### src/hdl/hqm_pkg.sv
// hqm_pkg: shared types, codes and helper functions for the NVMe host queue manager.
// No dependencies; used by the controller, the datapath, the top level and the checker.
package hqm_pkg;

  localparam int NUM_IDS     = 256;
  localparam int ID_W        = 8;
  localparam int GRP_W       = 16;
  localparam int NUM_GRP     = NUM_IDS / GRP_W;
  localparam int GSEL_W      = 4;
  localparam int BSEL_W      = 4;
  localparam int PTR_W       = 6;
  localparam int SIZE_W      = 7;
  localparam int ENTRY_SHIFT = 6;
  localparam int NRES_W      = 7;
  localparam int MAX_RESULTS = 64;

  // request modes
  localparam logic [1:0] MODE_SUBMIT = 2'd0;
  localparam logic [1:0] MODE_CPL    = 2'd1;
  localparam logic [1:0] MODE_CQ_ADV = 2'd2;
  localparam logic [1:0] MODE_ENTRY  = 2'd3;

  // result kinds
  localparam logic [2:0] KIND_SQDB   = 3'd0;
  localparam logic [2:0] KIND_CQDB   = 3'd1;
  localparam logic [2:0] KIND_QUEUED = 3'd2;
  localparam logic [2:0] KIND_DONE   = 3'd3;
  localparam logic [2:0] KIND_ENTRY  = 3'd4;
  localparam logic [2:0] KIND_ERROR  = 3'd5;

  // entry opcodes
  localparam logic [1:0] OP_NONE  = 2'd0;
  localparam logic [1:0] OP_WRITE = 2'd1;
  localparam logic [1:0] OP_READ  = 2'd2;

  // config register indexes
  localparam logic [1:0] CFG_SQ_ENTRIES = 2'd0;
  localparam logic [1:0] CFG_CQ_ENTRIES = 2'd1;
  localparam logic [1:0] CFG_SQ_BASE    = 2'd2;

  typedef enum logic [3:0] {
    ST_IDLE,
    ST_SUB_FIND,
    ST_SUB_EMIT,
    ST_CPL_RD,
    ST_CPL_EMIT,
    ST_CQ_EMIT,
    ST_ENT_SUB,
    ST_ENT_RD,
    ST_ENT_EMIT,
    ST_DRN_RD,
    ST_DRN_EMIT
  } state_e;

  typedef struct packed {
    logic capture;
    logic find;
    logic cpl_rd;
    logic addr_sub;
    logic ent_rd;
    logic drn_rd;
    logic emit_sub;
    logic emit_cpl;
    logic emit_cq;
    logic emit_ent;
    logic emit_drn;
  } cmd_t;

  typedef struct packed {
    logic out_free;
    logic cpl_drain;
    logic drn_more;
  } sts_t;

  function automatic logic [SIZE_W-1:0] clamp_size(input logic [SIZE_W-1:0] v,
                                                   input logic [SIZE_W-1:0] depth);
    logic [SIZE_W-1:0] r;
    if (v < SIZE_W'(2)) r = SIZE_W'(2);
    else if (v > depth) r = depth;
    else r = v;
    return r;
  endfunction

  function automatic logic [PTR_W-1:0] ptr_inc(input logic [PTR_W-1:0] p,
                                               input logic [SIZE_W-1:0] s);
    logic [SIZE_W-1:0] sum;
    sum = {1'b0, p} + SIZE_W'(1);
    return (sum >= s) ? '0 : sum[PTR_W-1:0];
  endfunction

  function automatic logic ring_full(input logic [PTR_W-1:0] tail,
                                     input logic [PTR_W-1:0] head,
                                     input logic [SIZE_W-1:0] s);
    logic r;
    if ({1'b0, tail} < s - SIZE_W'(1)) r = (({1'b0, tail} + SIZE_W'(1)) == {1'b0, head});
    else r = (head == '0);
    return r;
  endfunction

endpackage

### src/hdl/hqm_ctrl.sv
// hqm_ctrl: sequencing state machine of the queue manager.
// Depends on hqm_pkg (state_e, cmd_t, sts_t, mode codes).
module hqm_ctrl (
  input  logic          clk_i,
  input  logic          rst_ni,
  input  logic          req_valid_i,
  input  logic [1:0]    req_mode_i,
  output logic          req_ready_o,
  input  hqm_pkg::sts_t sts_i,
  output hqm_pkg::cmd_t cmd_o
);

  hqm_pkg::state_e state_q, state_d;
  logic accept;

  assign accept = req_valid_i && (state_q == hqm_pkg::ST_IDLE);

  always_ff @(posedge clk_i or negedge rst_ni) begin
    if (!rst_ni) state_q <= hqm_pkg::ST_IDLE;
    else state_q <= state_d;
  end

  always_comb begin
    state_d = state_q;
    unique case (state_q)
      hqm_pkg::ST_IDLE: begin
        if (req_valid_i) begin
          unique case (req_mode_i)
            hqm_pkg::MODE_SUBMIT: state_d = hqm_pkg::ST_SUB_FIND;
            hqm_pkg::MODE_CPL:    state_d = hqm_pkg::ST_CPL_RD;
            hqm_pkg::MODE_CQ_ADV: state_d = hqm_pkg::ST_CQ_EMIT;
            hqm_pkg::MODE_ENTRY:  state_d = hqm_pkg::ST_ENT_SUB;
            default:              state_d = hqm_pkg::ST_IDLE;
          endcase
        end
      end
      hqm_pkg::ST_SUB_FIND: state_d = hqm_pkg::ST_SUB_EMIT;
      hqm_pkg::ST_SUB_EMIT: if (sts_i.out_free) state_d = hqm_pkg::ST_IDLE;
      hqm_pkg::ST_CPL_RD:   state_d = hqm_pkg::ST_CPL_EMIT;
      hqm_pkg::ST_CPL_EMIT: begin
        if (sts_i.out_free)
          state_d = sts_i.cpl_drain ? hqm_pkg::ST_DRN_RD : hqm_pkg::ST_IDLE;
      end
      hqm_pkg::ST_CQ_EMIT:  if (sts_i.out_free) state_d = hqm_pkg::ST_IDLE;
      hqm_pkg::ST_ENT_SUB:  state_d = hqm_pkg::ST_ENT_RD;
      hqm_pkg::ST_ENT_RD:   state_d = hqm_pkg::ST_ENT_EMIT;
      hqm_pkg::ST_ENT_EMIT: if (sts_i.out_free) state_d = hqm_pkg::ST_IDLE;
      hqm_pkg::ST_DRN_RD:   state_d = hqm_pkg::ST_DRN_EMIT;
      hqm_pkg::ST_DRN_EMIT: begin
        if (sts_i.out_free)
          state_d = sts_i.drn_more ? hqm_pkg::ST_DRN_RD : hqm_pkg::ST_IDLE;
      end
      default: state_d = hqm_pkg::ST_IDLE;
    endcase
  end

  always_comb begin
    cmd_o = '0;
    req_ready_o = 1'b0;
    unique case (state_q)
      hqm_pkg::ST_IDLE: begin
        req_ready_o = 1'b1;
        cmd_o.capture = accept;
      end
      hqm_pkg::ST_SUB_FIND: cmd_o.find = 1'b1;
      hqm_pkg::ST_SUB_EMIT: cmd_o.emit_sub = sts_i.out_free;
      hqm_pkg::ST_CPL_RD:   cmd_o.cpl_rd = 1'b1;
      hqm_pkg::ST_CPL_EMIT: cmd_o.emit_cpl = sts_i.out_free;
      hqm_pkg::ST_CQ_EMIT:  cmd_o.emit_cq = sts_i.out_free;
      hqm_pkg::ST_ENT_SUB:  cmd_o.addr_sub = 1'b1;
      hqm_pkg::ST_ENT_RD:   cmd_o.ent_rd = 1'b1;
      hqm_pkg::ST_ENT_EMIT: cmd_o.emit_ent = sts_i.out_free;
      hqm_pkg::ST_DRN_RD: begin
        cmd_o.drn_rd = 1'b1;
        cmd_o.find = 1'b1;
      end
      hqm_pkg::ST_DRN_EMIT: cmd_o.emit_drn = sts_i.out_free;
      default: cmd_o = '0;
    endcase
  end

endmodule

### config.mk
export PLATFORM = sky130hd
export DESIGN_NAME = hqm_ctrl
export DESIGN_NICKNAME = d
export VERILOG_FILES = /design/src/hdl/hqm_pkg.sv /design/src/hdl/hqm_ctrl.sv
export SDC_FILE = /design/constraint.sdc
export NUM_CORES = 1
export LEC_CHECK = 0
export BUFFER_PORTS_ARGS = -buffer_cell sky130_fd_sc_hd__buf_2
export CAP_MARGIN = 10
export CORE_AREA = 3 3 40 42
export CTS_CLUSTER_SIZE = 28
export DETAILED_ROUTE_END_ITERATION = 10
export DIE_AREA = 0 0 43 45
export PLACE_DENSITY = 0.68
export SYNTH_ARGS = -nofsm -noshare
export SYNTH_HDL_FRONTEND = slang
export SYNTH_SLANG_ARGS = --single-unit
### constraint.sdc
create_clock -name clk_i -period 2.2 [get_ports clk_i]
set_clock_uncertainty 0.1 [all_clocks]
set_input_delay 0.44 -clock clk_i [delete_from_list [all_inputs] [get_ports clk_i]]
set_output_delay 0.44 -clock clk_i [all_outputs]
set_load 0.02 [all_outputs]
# --- Word-level counts from Yosys, hierarchy flattened ---
# Index checks and enable logic that the tools add are counted.
op_classes:
  eq_ne: 17
  mux: 20
  reduce_logical: 6
op_table:
  columns: ["op", "n"]
  rows:
  - ["4-bit case mux with 9 select lines", 1]
  - ["4-bit 2-to-1 mux", 6]
  - ["4-bit by 3-bit equality test with 1-bit output (second input constant)", 4]
  - ["4-bit case mux with 4 select lines", 1]
  - ["4-bit equality test (second input constant)", 3]
  - ["1-bit 2-to-1 mux", 12]
  - ["4-bit by 2-bit equality test with 1-bit output (second input constant)", 2]
  - ["2-bit != test (second input constant)", 3]
  - ["2-bit equality test (second input constant)", 2]
  - ["4-bit by 1-bit equality test with 1-bit output (second input constant)", 1]
  - ["4-bit logical NOT", 1]
  - ["4-bit AND reduction", 1]
  - ["3-bit OR reduction", 1]
  - ["2-bit by 1-bit equality test with 1-bit output (second input constant)", 1]
  - ["2-bit logical NOT", 1]
  - ["2-bit by 1-bit != test with 1-bit output (second input constant)", 1]
  - ["2-bit OR reduction", 1]
  - ["1-bit logical AND", 1]
word_totals:
  register_bits: 4
  inputBits: 8
  output_inout_bits: 12

# --- Longest topological paths before layout ---
depth:
  ltp_word: 4
  ltp_mapped: 5
  mapped_depth_nobuf: 4

# --- Worst setup path after synthesis ---
# No wires, ideal clock.
synth_timing:
  path_kind: "reg2out"
  startpoint: "register state_q[2]"
  endpoint: "output port cmd_o[10] (netlist name)"
  t_arrival_ps: 1790
  setup_slack_ps: -130
  stages_incl_launch_ff: 5
  n_path_buf: 2
  path_cell_list: "dfrtp_1 -> buf_6 -> clkbuf_1 -> nor4_1 -> and2_1"
synth_lines:
  columns: ["item", "line", "text"]
  rows:
  - ["from (decl)", "hqm_ctrl.sv:13", "hqm_pkg::state_e state_q, state_d;"]
  - ["from (signal assigned)", "hqm_ctrl.sv:19", "if (!rst_ni) state_q <= hqm_pkg::ST_IDLE;"]
  - ["from (signal assigned)", "hqm_ctrl.sv:20", "else state_q <= state_d;"]
  - ["to (decl)", "hqm_ctrl.sv:10", "output hqm_pkg::cmd_t cmd_o"]

==> metrics.csv <==
metric,value,unit
setup_tns,0,ns
routed len/inst,12.3,um
top_reg_cell synth,dfrtp_1,
initial antenna violation count,0,
PD cells,1520,nW/um2
Ant. Diodes,0,
Fmax achieved,0.501,GHz
slew of the pin with the lowest slew margin,0.462,ns
Worst-path clk slew,0.04,ns
CP required,1.66,ns
Via density,5.34,
ys async rst share,1.00,
critical-path cell list,nor2b_1 > nand2_1 > nor3_1 > buf_2,
GRT overflow,0,
DIE HEIGHT,45,um
"Hold Vio Cnt, Final",0,
GPL Wtd Cong,0.838,
CP max stage delay,0.61,ns
CTS tree,done,
"Buf+Inv Stages, Crit Path",1,
num rows,13,
Iteration-0 DRC Markers,9,
reg2reg setup slack,0.48,ns
RSZ-0062 raised after global routing,no,
Largest Register,state_q,
Post-layout nets,85,
number of global-route vias before repair,440,
syn avg cell area,7.66,um2
Tot GR Track Use,0.135,
DR DRC count,0,
Post-Place Cells,86,
Yosys cell types,30,
Horiz. Die Dim,43,um
Max Slew Vio Count,0,
crit path capture type,output port,
H-tree levels,1,
DP HPWL,817,um
RR Startpoint,state_q[0],
postcts setup bufs,0,
Max VDD drop,0.573,mV
CP arrival,1.46,ns
r2r worst-path depth,4,
Fillers,136,
DRT Wirelength,1.10,mm
PnR worst setup slack,0.204,ns
Gate Count Post-Synth,57,
Setup Slack @ Placement,0.346,ns
Top Ports,20,
Starting Density,0.340,
core area,1280,um2
capturing point of the worst reg2reg path,state_q[3],
Rel. slew slack,0.689,
Largest regs,state_q (4),
critical path's slowest cell,dfrtp_1,
number of synthesized flops with an enable pin,0,
critical path class,flop to output port,
leakage power,0.264,nW
first-pass GRT wire length,1.93,mm
Largest register FFs,4,
Final setup viols,0,
Post-Syn Area,437,um2
total vias in the final route,481,
Root Buffer,clkbuf_4,
sequential element share of the synthesized area,0.229,
Pre-Repair DR Iteration Count,4,
I/O Buffers,19,
worst-skew pair later-pin latency,0.24,ns
Synth-to-Final Area Change,28.9,%
Worst Setup Start Kind,flop,
#FFs+latches synth,4,
Num CTS Buffers,3,
Die Area,1940,um2
critical path's top delay family,flip-flops,
min Tclk post-route,2.00,ns
"Max FO, Critical Path",14,
Yosys warning total,0,
share of layout cells above drive strength 1,0.387,
crit share post-route,0.907,
max-cap violations,0,
status,finished clean,
final non-filler cell total,90,
Final ANT Viol Nets,0,
Syn Nets,65,
CTS Sinks,4,
worst hold path class,input port to async pin,
pin count of the biggest net entering global routing,18,
Longest Clk Path Bufs,2,
[where the power goes]
part | internal (mW) | switching (mW) | total (mW)
clock | 0.0610 | 0.0297 | 0.0907
sequential | 0.110 | 0.133 | 0.243
combinational | 0.245 | 0.280 | 0.525
[per-layer routing]
metal	routed length (um)	up-vias	global-route usage
li1	-	249	-
met1	464	218	0.165
met2	580	12	0.216
met3	50	2	0.0279
met4	8	0	0.0904
met5	0	-	0
[cells by family after synthesis]
group	after synthesis	synth area share
AND/OR/NAND/NOR	31	0.387
AO/OA/AOI/OAI	16	0.312
buffers and inverters	6	0.0716
flip-flops	4	0.229
[worst register-to-register path, cell delays in order (launching register included)]
cell and delay [ns]:
dfrtp_1 0.56, nor3_2 0.10, o41ai_2 0.47, o21ai_1 0.13, a32o_1 0.22
[cell type report]
cell class,count,area (um2),area share
clock buffer,3,22.5,0.0400
inverter,1,3.75,0.00667
multi-input combinational,47,312,0.553
sequential,4,101,0.180
tap,15,18.8,0.0333
timing repair buffer,20,105,0.187
[through the flow]
| stage | hold WS, ns | util | area, um2 | power [mW] |
|---|---|---|---|---|
| global placement | 0.147 | 0.412 | 529 | 0.762 |
| floorplan | 0.0444 | - | 443 | 0.659 |
| finish | 0.436 | 0.438 | 563 | 0.859 |
| detailed placement | 0.148 | 0.412 | 529 | 0.764 |
| CTS | 0.441 | 0.437 | 562 | 0.864 |
| global route | 0.443 | 0.438 | 563 | 0.934 |
[worst max path at each step]
| stage | start | to | slack (ns) | cells after the start |
|---|---|---|---|---|
| 6_report | state_q[3] | cmd_o[1] | 0.20 | 4 |
| 5_1_grt | state_q[3] | cmd_o[1] | 0.09 | 4 |
| 2_1_floorplan | state_q[2] | cmd_o[10] | 0.12 | 4 |
| 3_3_place_gp | state_q[2] | state_q[2] | 0.35 | 4 |
| 4_1_cts | state_q[2] | cmd_o[3] | 0.10 | 4 |
| 3_5_place_dp | state_q[2] | state_q[2] | 0.35 | 4 |
[cells in the final DEF, fill, tap and decap left out, drive strengths merged, types with 2 or more instances in the layout]
cell type,instances
buf,19
nor2,8
nand2,6
nand2b,5
nor3,4
dfrtp,4
o21ai,4
clkbuf,3
nor2b,3
o21a,2
[what timing repair did]
item,in CTS,in global routing
endpoints found under the hold margin,4,0
gates resized for setup,0,1
setup endpoints to repair,0,1
hold buffers,1,0
[Yosys cell counts, types with 2 or more instances]
library cell | n | area [um2]
nor2b_1 | 2 | 12.5
nand2b_1 | 5 | 31.3
nand2_1 | 6 | 22.5
o21ai_0 | 2 | 10.0
o21ai_1 | 2 | 10.0
dfrtp_1 | 4 | 100
o21a_1 | 2 | 15.0
clkbuf_1 | 3 | 11.3
nor3_1 | 3 | 15.0
nor2_1 | 8 | 30.0
Note: power is estimated with default switching activity, not from simulation.
